$ cat src/rtl/core/lph_pkg.sv
// Shared types and constants for the linear probe hash table core.
// Depends on nothing; every other file in rtl/core imports it.
package lph_pkg;

  // Key format: ten BCD digits, most significant first
  localparam int KEY_W  = 40;
  localparam int DIGITS = 10;
  // Digit sum bound: DIGITS * 15 fits in eight bits
  localparam int SUM_W  = 8;

  // One memory entry holds the used flag above the key
  localparam int ENTRY_W = KEY_W + 1;

  // Configuration register
  localparam int          TS_W     = 7;
  localparam logic [6:0]  TS_RESET = 7'd64;

  // Result slot index width on the ports
  localparam int OUT_IDX_W = 6;

  // Default table depth
  localparam int SLOTS_DEF = 64;

  // Request codes
  localparam logic [1:0] FUNC_SEARCH = 2'd0;
  localparam logic [1:0] FUNC_INSERT = 2'd1;
  localparam logic [1:0] FUNC_DELETE = 2'd2;
  localparam logic [1:0] FUNC_RSVD   = 2'd3;

  typedef enum logic [2:0] {
    ST_CLEAR,
    ST_IDLE,
    ST_HASH,
    ST_PROBE,
    ST_FILL,
    ST_WRITE
  } state_t;

endpackage

$ cat src/rtl/core/linear_probe_hash_table_core.sv
// Top level of the linear probe hash table core: size register, hash unit, sequencer, memory.
// Depends on lph_pkg, lph_hash, lph_mem and lph_ctrl.
//
// A request (search, insert or delete of a ten-digit BCD key) is taken when start is high
// and busy is low. Its result appears for exactly one cycle with done high; the receiver
// cannot stall it, so capture it on that edge. The hash unit registers the digit sum and
// then runs the eight-step bit-serial remainder. The sequencer then issues reads of the
// slot memory, which has one write port and one registered read port, checks the slots
// in turn, and registers done from the final check. A new request can be taken on the
// edge that ends the done cycle. An insert or delete that changes the table passes
// through a write-back state. An insert that wraps round restarts the scan at slot 0.
// The worst case is an insert that visits every active slot. After reset busy stays
// high while the memory is cleared one slot per cycle. The size register may be
// written at any time cfg_ready is high, but only between requests; values of zero act
// as one slot and values above SLOTS act as SLOTS.
module linear_probe_hash_table_core #(
  parameter int SLOTS = lph_pkg::SLOTS_DEF
) (
  input  logic                          clk,
  input  logic                          rst,
  input  logic                          start,
  output logic                          busy,
  input  logic [1:0]                    func,
  input  logic [lph_pkg::KEY_W-1:0]     phone_digits,
  input  logic                          cfg_valid,
  output logic                          cfg_ready,
  input  logic [lph_pkg::TS_W-1:0]      cfg_data,
  output logic                          done,
  output logic                          was_present,
  output logic                          changed,
  output logic                          no_slot,
  output logic [lph_pkg::OUT_IDX_W-1:0] slot_index
);
  import lph_pkg::*;

  localparam int IDX_W = (SLOTS > 1) ? $clog2(SLOTS) : 1;

  logic [TS_W-1:0]    table_size;
  logic [TS_W-1:0]    size_eff;
  logic               hash_start;
  logic               hash_done;
  logic [IDX_W-1:0]   hash_home;
  logic               rd_en;
  logic [IDX_W-1:0]   rd_addr;
  logic [ENTRY_W-1:0] rd_data;
  logic               wr_en;
  logic [IDX_W-1:0]   wr_addr;
  logic [ENTRY_W-1:0] wr_data;

  // Size register takes a write request in any cycle
  assign cfg_ready = 1'b1;

  always_ff @(posedge clk) begin
    if (rst) begin
      table_size <= TS_RESET;
    end else if (cfg_valid && cfg_ready) begin
      table_size <= cfg_data;
    end
  end

  // Clamp the size to between one slot and the memory depth
  always_comb begin
    if (table_size == '0) begin
      size_eff = TS_W'(1);
    end else if (32'(table_size) > SLOTS) begin
      size_eff = TS_W'(SLOTS);
    end else begin
      size_eff = table_size;
    end
  end

  assign hash_start = start && !busy;

  lph_hash #(
    .SLOTS (SLOTS)
  ) u_hash (
    .clk   (clk),
    .rst   (rst),
    .start (hash_start),
    .key   (phone_digits),
    .size  (size_eff),
    .done  (hash_done),
    .home  (hash_home)
  );

  lph_ctrl #(
    .SLOTS (SLOTS)
  ) u_ctrl (
    .clk          (clk),
    .rst          (rst),
    .start        (start),
    .func         (func),
    .phone_digits (phone_digits),
    .size         (size_eff),
    .hash_done    (hash_done),
    .hash_home    (hash_home),
    .rd_en        (rd_en),
    .rd_addr      (rd_addr),
    .rd_data      (rd_data),
    .wr_en        (wr_en),
    .wr_addr      (wr_addr),
    .wr_data      (wr_data),
    .busy         (busy),
    .done         (done),
    .was_present  (was_present),
    .changed      (changed),
    .no_slot      (no_slot),
    .slot_index   (slot_index)
  );

  // Reads and the write-back of a request never overlap, so no forwarding is needed
  lph_mem #(
    .SLOTS (SLOTS)
  ) u_mem (
    .clk     (clk),
    .rd_en   (rd_en),
    .rd_addr (rd_addr),
    .rd_data (rd_data),
    .wr_en   (wr_en),
    .wr_addr (wr_addr),
    .wr_data (wr_data)
  );

endmodule

$ cat src/rtl/core/lph_hash.sv
// Home slot unit: digit sum of the key, then a bit-serial remainder by the table size.
// Depends on lph_pkg.
module lph_hash #(
  parameter int SLOTS = lph_pkg::SLOTS_DEF
) (
  input  logic                                       clk,
  input  logic                                       rst,
  input  logic                                       start,
  input  logic [lph_pkg::KEY_W-1:0]                  key,
  input  logic [lph_pkg::TS_W-1:0]                   size,
  output logic                                       done,
  output logic [((SLOTS > 1) ? $clog2(SLOTS) : 1)-1:0] home
);
  import lph_pkg::*;

  localparam int IDX_W = (SLOTS > 1) ? $clog2(SLOTS) : 1;
  localparam int CNT_W = $clog2(SUM_W + 1);

  logic [SUM_W-1:0] digit_sum;
  logic [SUM_W-1:0] sum;
  logic [TS_W-1:0]  size_r;
  logic [TS_W-1:0]  rem;
  logic [TS_W:0]    trial;
  logic [TS_W-1:0]  rem_next;
  logic [CNT_W-1:0] cnt;
  logic             run;
  logic [IDX_W+TS_W-1:0] rem_wide;

  // Add up the key's digits
  always_comb begin
    digit_sum = '0;
    for (int i = 0; i < DIGITS; i++) begin
      digit_sum = digit_sum + SUM_W'(key[4*i +: 4]);
    end
  end

  // One restoring step: bring down the next bit, subtract the size if it fits
  always_comb begin
    trial = {rem, sum[SUM_W-1]};
    if (trial >= {1'b0, size_r}) begin
      trial = trial - {1'b0, size_r};
    end
    rem_next = trial[TS_W-1:0];
  end

  // Hold the dividend and step once per cycle
  always_ff @(posedge clk) begin
    if (rst) begin
      run  <= 1'b0;
      done <= 1'b0;
      cnt  <= '0;
    end else begin
      done <= run && (cnt == CNT_W'(1));
      if (start) begin
        run <= 1'b1;
        cnt <= CNT_W'(SUM_W);
      end else if (run) begin
        cnt <= cnt - CNT_W'(1);
        if (cnt == CNT_W'(1)) begin
          run <= 1'b0;
        end
      end
    end
  end

  always_ff @(posedge clk) begin
    if (start) begin
      sum    <= digit_sum;
      size_r <= size;
      rem    <= '0;
    end else if (run) begin
      sum <= {sum[SUM_W-2:0], 1'b0};
      rem <= rem_next;
    end
  end

  // Remainder is below the size, so it fits the slot index
  assign rem_wide = {{IDX_W{1'b0}}, rem};
  assign home     = rem_wide[IDX_W-1:0];

endmodule

$ cat src/rtl/core/lph_mem.sv
// Slot memory: one used flag and one key per slot, one write and one registered read port.
// Depends on lph_pkg.
module lph_mem #(
  parameter int SLOTS = lph_pkg::SLOTS_DEF
) (
  input  logic                                       clk,
  input  logic                                       rd_en,
  input  logic [((SLOTS > 1) ? $clog2(SLOTS) : 1)-1:0] rd_addr,
  output logic [lph_pkg::ENTRY_W-1:0]                rd_data,
  input  logic                                       wr_en,
  input  logic [((SLOTS > 1) ? $clog2(SLOTS) : 1)-1:0] wr_addr,
  input  logic [lph_pkg::ENTRY_W-1:0]                wr_data
);
  import lph_pkg::*;

  logic [ENTRY_W-1:0] mem [SLOTS];

  // Write port
  always_ff @(posedge clk) begin
    if (wr_en) begin
      mem[wr_addr] <= wr_data;
    end
  end

  // Read port, registered
  always_ff @(posedge clk) begin
    if (rd_en) begin
      rd_data <= mem[rd_addr];
    end
  end

endmodule

$ cat src/rtl/core/lph_ctrl.sv
// Request sequencer: clearing pass, probe scan, wrap-around fill scan and write-back.
// Depends on lph_pkg; drives lph_mem and takes the home slot from lph_hash.
module lph_ctrl #(
  parameter int SLOTS = lph_pkg::SLOTS_DEF
) (
  input  logic                                       clk,
  input  logic                                       rst,
  input  logic                                       start,
  input  logic [1:0]                                 func,
  input  logic [lph_pkg::KEY_W-1:0]                  phone_digits,
  input  logic [lph_pkg::TS_W-1:0]                   size,
  input  logic                                       hash_done,
  input  logic [((SLOTS > 1) ? $clog2(SLOTS) : 1)-1:0] hash_home,
  output logic                                       rd_en,
  output logic [((SLOTS > 1) ? $clog2(SLOTS) : 1)-1:0] rd_addr,
  input  logic [lph_pkg::ENTRY_W-1:0]                rd_data,
  output logic                                       wr_en,
  output logic [((SLOTS > 1) ? $clog2(SLOTS) : 1)-1:0] wr_addr,
  output logic [lph_pkg::ENTRY_W-1:0]                wr_data,
  output logic                                       busy,
  output logic                                       done,
  output logic                                       was_present,
  output logic                                       changed,
  output logic                                       no_slot,
  output logic [lph_pkg::OUT_IDX_W-1:0]              slot_index
);
  import lph_pkg::*;

  localparam int IDX_W = (SLOTS > 1) ? $clog2(SLOTS) : 1;
  localparam logic [IDX_W-1:0] LAST_SLOT = IDX_W'(SLOTS - 1);

  state_t state;
  state_t state_next;

  logic [1:0]       func_r;
  logic [KEY_W-1:0] key_r;
  logic [IDX_W-1:0] home_r;
  logic [IDX_W-1:0] last_r;
  logic [IDX_W-1:0] clr_addr;
  logic [IDX_W-1:0] iss_addr;
  logic             iss_live;
  logic [IDX_W-1:0] chk_addr;
  logic             pend;
  logic [IDX_W-1:0] at_r;
  logic             found_r;

  logic             accept;
  logic             d_used;
  logic             d_hit;
  logic             chk_end;
  logic [IDX_W-1:0] end_addr;
  logic [IDX_W+TS_W-1:0]      last_wide;
  logic [IDX_W+OUT_IDX_W-1:0] at_wide;

  logic             fin;
  logic             fin_found;
  logic             fin_changed;
  logic             fin_noslot;
  logic [IDX_W-1:0] fin_at;

  assign busy   = (state != ST_IDLE);
  assign accept = (state == ST_IDLE) && start;

  // Last active slot, size is never zero here
  assign last_wide = {{IDX_W{1'b0}}, TS_W'(size - TS_W'(1))};

  // Decode the entry returned for the slot under check
  assign d_used   = rd_data[KEY_W];
  assign d_hit    = d_used && (rd_data[KEY_W-1:0] == key_r);
  assign end_addr = (state == ST_FILL) ? IDX_W'(home_r - IDX_W'(1)) : last_r;
  assign chk_end  = (chk_addr == end_addr);

  // Next state
  always_comb begin
    state_next = state;
    case (state)
      ST_CLEAR: begin
        if (clr_addr == LAST_SLOT) begin
          state_next = ST_IDLE;
        end
      end
      ST_IDLE: begin
        if (start) begin
          state_next = ST_HASH;
        end
      end
      ST_HASH: begin
        if (hash_done) begin
          state_next = (func_r == FUNC_RSVD) ? ST_IDLE : ST_PROBE;
        end
      end
      ST_PROBE: begin
        if (pend) begin
          if (!d_used) begin
            state_next = (func_r == FUNC_INSERT) ? ST_WRITE : ST_IDLE;
          end else if (d_hit) begin
            state_next = (func_r == FUNC_DELETE) ? ST_WRITE : ST_IDLE;
          end else if (chk_end) begin
            if ((func_r == FUNC_INSERT) && (home_r != '0)) begin
              state_next = ST_FILL;
            end else begin
              state_next = ST_IDLE;
            end
          end
        end
      end
      ST_FILL: begin
        if (pend) begin
          if (!d_used) begin
            state_next = ST_WRITE;
          end else if (chk_end) begin
            state_next = ST_IDLE;
          end
        end
      end
      ST_WRITE: begin
        state_next = ST_IDLE;
      end
      default: begin
        state_next = ST_IDLE;
      end
    endcase
  end

  // Memory accesses and the finishing result
  always_comb begin
    rd_en       = 1'b0;
    rd_addr     = iss_addr;
    wr_en       = 1'b0;
    wr_addr     = at_r;
    wr_data     = '0;
    fin         = 1'b0;
    fin_found   = 1'b0;
    fin_changed = 1'b0;
    fin_noslot  = 1'b0;
    fin_at      = '0;
    case (state)
      ST_CLEAR: begin
        wr_en   = 1'b1;
        wr_addr = clr_addr;
      end
      ST_HASH: begin
        fin = hash_done && (func_r == FUNC_RSVD);
      end
      ST_PROBE: begin
        rd_en = iss_live;
        if (pend) begin
          if (!d_used) begin
            fin = (func_r != FUNC_INSERT);
          end else if (d_hit) begin
            fin       = (func_r != FUNC_DELETE);
            fin_found = 1'b1;
            fin_at    = chk_addr;
          end else if (chk_end) begin
            if (func_r == FUNC_INSERT) begin
              fin        = (home_r == '0);
              fin_noslot = 1'b1;
            end else begin
              fin = 1'b1;
            end
          end
        end
      end
      ST_FILL: begin
        rd_en = iss_live;
        if (pend && d_used && chk_end) begin
          fin        = 1'b1;
          fin_noslot = 1'b1;
        end
      end
      ST_WRITE: begin
        wr_en       = 1'b1;
        wr_data     = (func_r == FUNC_INSERT) ? {1'b1, key_r} : '0;
        fin         = 1'b1;
        fin_found   = found_r;
        fin_changed = 1'b1;
        fin_at      = at_r;
      end
      default: begin
        rd_en = 1'b0;
      end
    endcase
  end

  // Control state
  always_ff @(posedge clk) begin
    if (rst) begin
      state    <= ST_CLEAR;
      clr_addr <= '0;
      pend     <= 1'b0;
      iss_live <= 1'b0;
    end else begin
      state <= state_next;
      if (state == ST_CLEAR) begin
        clr_addr <= clr_addr + IDX_W'(1);
      end
      // Drop any read in flight when the scan changes phase
      pend <= (state_next == state) && rd_en;
      if ((state == ST_HASH) && (state_next == ST_PROBE)) begin
        iss_live <= 1'b1;
      end else if ((state == ST_PROBE) && (state_next == ST_FILL)) begin
        iss_live <= 1'b1;
      end else if (rd_en) begin
        iss_live <= (iss_addr != end_addr);
      end
    end
  end

  // Request and scan payload
  always_ff @(posedge clk) begin
    if (accept) begin
      func_r  <= func;
      key_r   <= phone_digits;
      last_r  <= last_wide[IDX_W-1:0];
      found_r <= 1'b0;
    end
    if ((state == ST_HASH) && hash_done) begin
      home_r   <= hash_home;
      iss_addr <= hash_home;
    end else if ((state == ST_PROBE) && (state_next == ST_FILL)) begin
      iss_addr <= '0;
    end else if (rd_en) begin
      iss_addr <= iss_addr + IDX_W'(1);
    end
    if (rd_en) begin
      chk_addr <= iss_addr;
    end
    // Capture the target slot of a write-back
    if (pend && ((state == ST_PROBE) || (state == ST_FILL)) && (state_next == ST_WRITE)) begin
      at_r    <= chk_addr;
      found_r <= d_hit;
    end
  end

  // Result registers, strobe for one cycle
  assign at_wide = {{OUT_IDX_W{1'b0}}, fin_at};

  always_ff @(posedge clk) begin
    if (rst) begin
      done <= 1'b0;
    end else begin
      done <= fin;
    end
  end

  always_ff @(posedge clk) begin
    if (fin) begin
      was_present <= fin_found;
      changed     <= fin_changed;
      no_slot     <= fin_noslot;
      slot_index  <= at_wide[OUT_IDX_W-1:0];
    end
  end

endmodule
$ cat config.mk
export PLATFORM = sky130hd
export DESIGN_NAME = linear_probe_hash_table_core
export DESIGN_NICKNAME = d
export VERILOG_FILES = /design/src/rtl/core/lph_pkg.sv /design/src/rtl/core/linear_probe_hash_table_core.sv /design/src/rtl/core/lph_hash.sv /design/src/rtl/core/lph_mem.sv /design/src/rtl/core/lph_ctrl.sv
export SDC_FILE = /design/constraint.sdc
export NUM_CORES = 2
export LEC_CHECK = 0
export BUFFER_PORTS_ARGS = -buffer_cell sky130_fd_sc_hd__buf_2
export CORE_MARGIN = 2
export CORE_UTILIZATION = 57
export CTS_CLUSTER_SIZE = 24
export DETAILED_ROUTE_END_ITERATION = 6
export PLACE_DENSITY = 0.76
export SYNTH_ARGS = -nofsm -noshare
export SYNTH_HDL_FRONTEND = slang
export SYNTH_SLANG_ARGS = --single-unit
$ cat constraint.sdc
create_clock -name clk -period 4.9 [get_ports clk]
set_clock_uncertainty 0.15 [all_clocks]
set_input_delay 0.49 -clock clk [delete_from_list [all_inputs] [get_ports clk]]
set_output_delay 0.49 -clock clk [all_outputs]
set_load 0.1 [all_outputs]
==> results.py <==
metrics = {
    "place": {
        "place_area_mm2": 0.114,
        "dp_cells": 7651,
        "place_congestion": 0.888,
        "io_buffers": 63,
        "hpwl_um": 159000,
    },
    "power": {
        "intPower_mw": 39.6,
        "power_density_mw_per_mm2": 397,
        "p_sw_share_pct": 19.4,
        "power_frac_comb_pct": 2.3,
        "ir_drop_mv": 0.481,
        "clock_power_share_pct": 44.6,
        "seqPwrFrac_pct": 53.1,
        "p_leak_nw": 40.7,
        "p_sw_mw": 9.56,
    },
    "drt": {
        "first_pass_iters": 6,
        "drt_iter0_drc": 10700,
        "avgRoutedWirePerCell_um": 38.0,
        "ant_nets": 0,
        "drt-total-wl_um": 312000,
        "vias": 58800,
        "vias_per_cell": 7.16,
        "drcViolationCount": 0,
    },
    "cells_and_area": {
        "fin_cells": 8214,
        "areaGrowthSynthToFinish_pct": 13.8,
        "drive_gt1_share_pct": 24.2,
        "postLayoutCoreUtil_pct": 65.2,
        "nNetsFinal": 5603,
        "postLayoutCellArea_mm2": 0.124,
    },
    "global_route": {
        "antenna_found_initial": 6,
        "grt_pass1_wl_um": 434000,
        "grt-ovfl-total": 0,
        "grt_pass1_vias": 58200,
        "grt_usage_pct": 32.2,
        "grt_max_degree": 90,
    },
    "sta": {
        "slew_headroom_pct": 13.5,
        "fin_setup_tns_ns": 0,
        "final_hold_viol_count": 0,
        "post-route-period-util_pct": 95.7,
        "slew_viol_final": 0,
        "rsz0062_at_grt": "false",
        "max_freq_mhz": 213,
        "worstMarginPinSlew_ns": 1.30,
        "finalSetupViolations": 0,
        "min_period_ns": 4.69,
    },
    "worst_setup_path": {
        "crit_chain": "dlygate4sd3_1 > buf_2 > ha_1 > fa_2 > xor2_1 > fa_1 > inv_1 > fa_1 > fa_1 > fa_1 > inv_1 > ha_1 > fa_2 > a21o_1 > a21oi_2 > xnor2_1 > o21ai_0",
        "worstSetupPathType": "in2reg",
        "rrSetupSlack_ns": 0.80,
        "cp-startpoint": "phone_digits[0]",
        "critPathArrivalTime_ns": 5.17,
        "endpoint_kind": "flip-flop",
        "worstSetupStartpointType": "input pin",
        "path_common_cell": "fa_1",
        "r2r-start": "u_ctrl.state[1]$_SDFF_PP0_",
        "cpPeakStageDelay_ns": 0.54,
        "crit_required_ns": 5.38,
        "crit_family": "adder cells",
        "reg2reg_to": "u_mem.mem[0][15]$_DFFE_PP_",
        "cpMaxStageDelayCell": "dlygate4sd3_1",
        "rr_worst_depth": 6,
        "cp_max_fo": 2,
        "cp_num_buf_inv": 4,
    },
    "logic_synthesis": {
        "syn_inst": 5149,
        "yosysWarnings": 0,
        "synthTopCellsByArea": "edfxtp_1, mux4_2, mux2i_1",
        "yosysMostFrequentCell": "edfxtp_1",
        "synth.avg_cell_area_um2": 21.1,
        "synth_seq_cells": 2794,
        "synth_common_cells": "edfxtp_1, mux4_2, mux2i_1, clkbuf_1, a21oi_1",
        "synth-main-ff-cell": "edfxtp_1",
        "syn_nets": 5258,
        "synth_top_cell_area_share_pct": 76.2,
        "yosysSeqAreaShare_pct": 76.8,
        "async_reset_ff_share_pct": 0,
        "synth_edf_count": 2762,
        "synth_top_area_cell": "edfxtp_1",
        "yosys.cell_types.count": 64,
        "synth.cell_area_mm2": 0.109,
    },
    "clock_network": {
        "htree_levels": 5,
        "postCtsSetupRepairBufs": 0,
        "cts.clk_slew.worst_paths_ns": 0.06,
        "cts_buffer_depth": 4,
        "cts_tree": "done",
        "root_buffer": "clkbuf_16",
        "cts_sinks": 2794,
        "numCtsBuffers": 288,
        "worstSkewPairLatency_ns": 0.95,
    },
    "die": {
        "die_w_um": 441,
        "core_area_mm2": 0.190,
        "die_y_um": 441,
        "die_area_mm2": 0.194,
        "initial_core_util_pct": 57.3,
        "ios": 65,
        "placementRows": 160,
    },
    "flow_run": {
        "max_cap_viol_count": 0,
    },
    "hold_path": {
        "min_to": "u_ctrl.key_r[21]$_DFFE_PP_",
        "min-delay-start": "phone_digits[21]",
        "whs_path_depth": 2,
        "min_path_type": "in2reg",
    },
    "status": {
        "status": "complete, no violations",
    },
}
==> through the flow <==
step	hold WS (ns)	total power, mW	setup WS [ns]
2_1_floorplan	0.274	27.2	0.131
3_3_place_gp	0.311	27.6	-0.181
3_5_place_dp	0.312	27.6	-0.229
4_1_cts	0.130	49.2	0.164
5_1_grt	0.160	50.2	0.0570
6_report	0.177	49.1	0.212
==> cell families (layout without fill, tap and decap cells) <==
family                   after synthesis  after routing  share of synthesized area, %
adder cells (fa/ha/maj)               56             56                         0.844
AO/OA/AOI/OAI                        614            614                          3.69
XOR/XNOR                              74             74                         0.595
other                                  1              9                       0.00345
AND/OR/NAND/NOR                      390            390                          1.73
flip-flops                          2794           2794                          76.8
multiplexers                         874            874                          14.8
buffers and inverters                346            892                          1.52
==> flip-flops by register name, summed over array words and instances (netlist names), 7 cells and up <==
register,count
u_ctrl.key_r,40
u_hash.rem,7
u_hash.size_r,7
table_size,7
u_hash.sum,8
u_mem.mem,2624
u_mem.rd_data,41
==> worst max-delay path by stage <==
stage / cells after the start / to
3_5_place_dp: 16 / u_hash.sum[6]$_DFFE_PP_
2_1_floorplan: 15 / u_hash.sum[6]$_DFFE_PP_
5_1_grt: 17 / u_hash.sum[6]$_DFFE_PP_
6_report: 17 / u_hash.sum[6]$_DFFE_PP_
3_3_place_gp: 16 / u_hash.sum[6]$_DFFE_PP_
4_1_cts: 17 / u_hash.sum[6]$_DFFE_PP_
==> layout by cell type, fill, tap and decap left out, types with 56 or more instances in the layout <==
master         Yosys  layout
a21oi_1          139     138
buf_12             0      71
buf_2             63      63
buf_4             45     143
clkbuf_1         142      63
clkbuf_16          0     297
dlygate4sd3_1      0      64
edfxtp_1        2762    2762
inv_1             58      56
mux2i_1          281     281
mux4_2           591     591
nand2_1          101     100
nor2_1           121      56
nor2_4             0      65
o21ai_0          125     125
o221ai_1         132     132
o22ai_1          114     114
xnor2_1           62      62
==> power by group through the flow <==
stage	Clock (mW)	Combinational (mW)	Sequential [mW]
2_1_floorplan	0	0.655	26.6
3_5_place_dp	0	1.02	26.6
5_1_grt	22.9	1.23	26.1
3_3_place_gp	0	1.00	26.6
4_1_cts	22.0	1.08	26.1
6_report	21.9	1.13	26.1
==> repair_timing <==
| item | CTS | global route |
|---|---|---|
| resized for setup | 0 | 3 |
| hold buffers | 64 | 0 |
| hold endpoints to repair | 64 | 0 |
| setup endpoints to repair | 0 | 1 |
==> worst register-to-register path: cells and delay by family, from the launching register on <==
kind,cells,cell delay (ns)
simple gates,4,2.01
mux,1,0.65
flops,1,0.61
buf+inv,1,0.35
==> layer usage <==
layer | share of wire [%] | global-route usage [%] | vias up
li1 | - | - | 22300
met1 | 33 | 42.8 | 30200
met2 | 46 | 48.4 | 5317
met3 | 15 | 9.74 | 1057
met4 | 6.3 | 17.6 | 2
met5 | 0.0042 | 0 | -
==> area by class of cell <==
type                            instances  area [µm²]
Sequential cell                      2794       83600
Fill cell                           11500       66100
Multi-Input combinational cell       2009       24200
Clock buffer                          361        7680
Timing Repair Buffer                  341        3450
Tap cell                             2511        3140
Clock inverter                        130        1580
Inverter                               60         233
Antenna cell                            8        20.0
(Power assumes the default switching activity.)
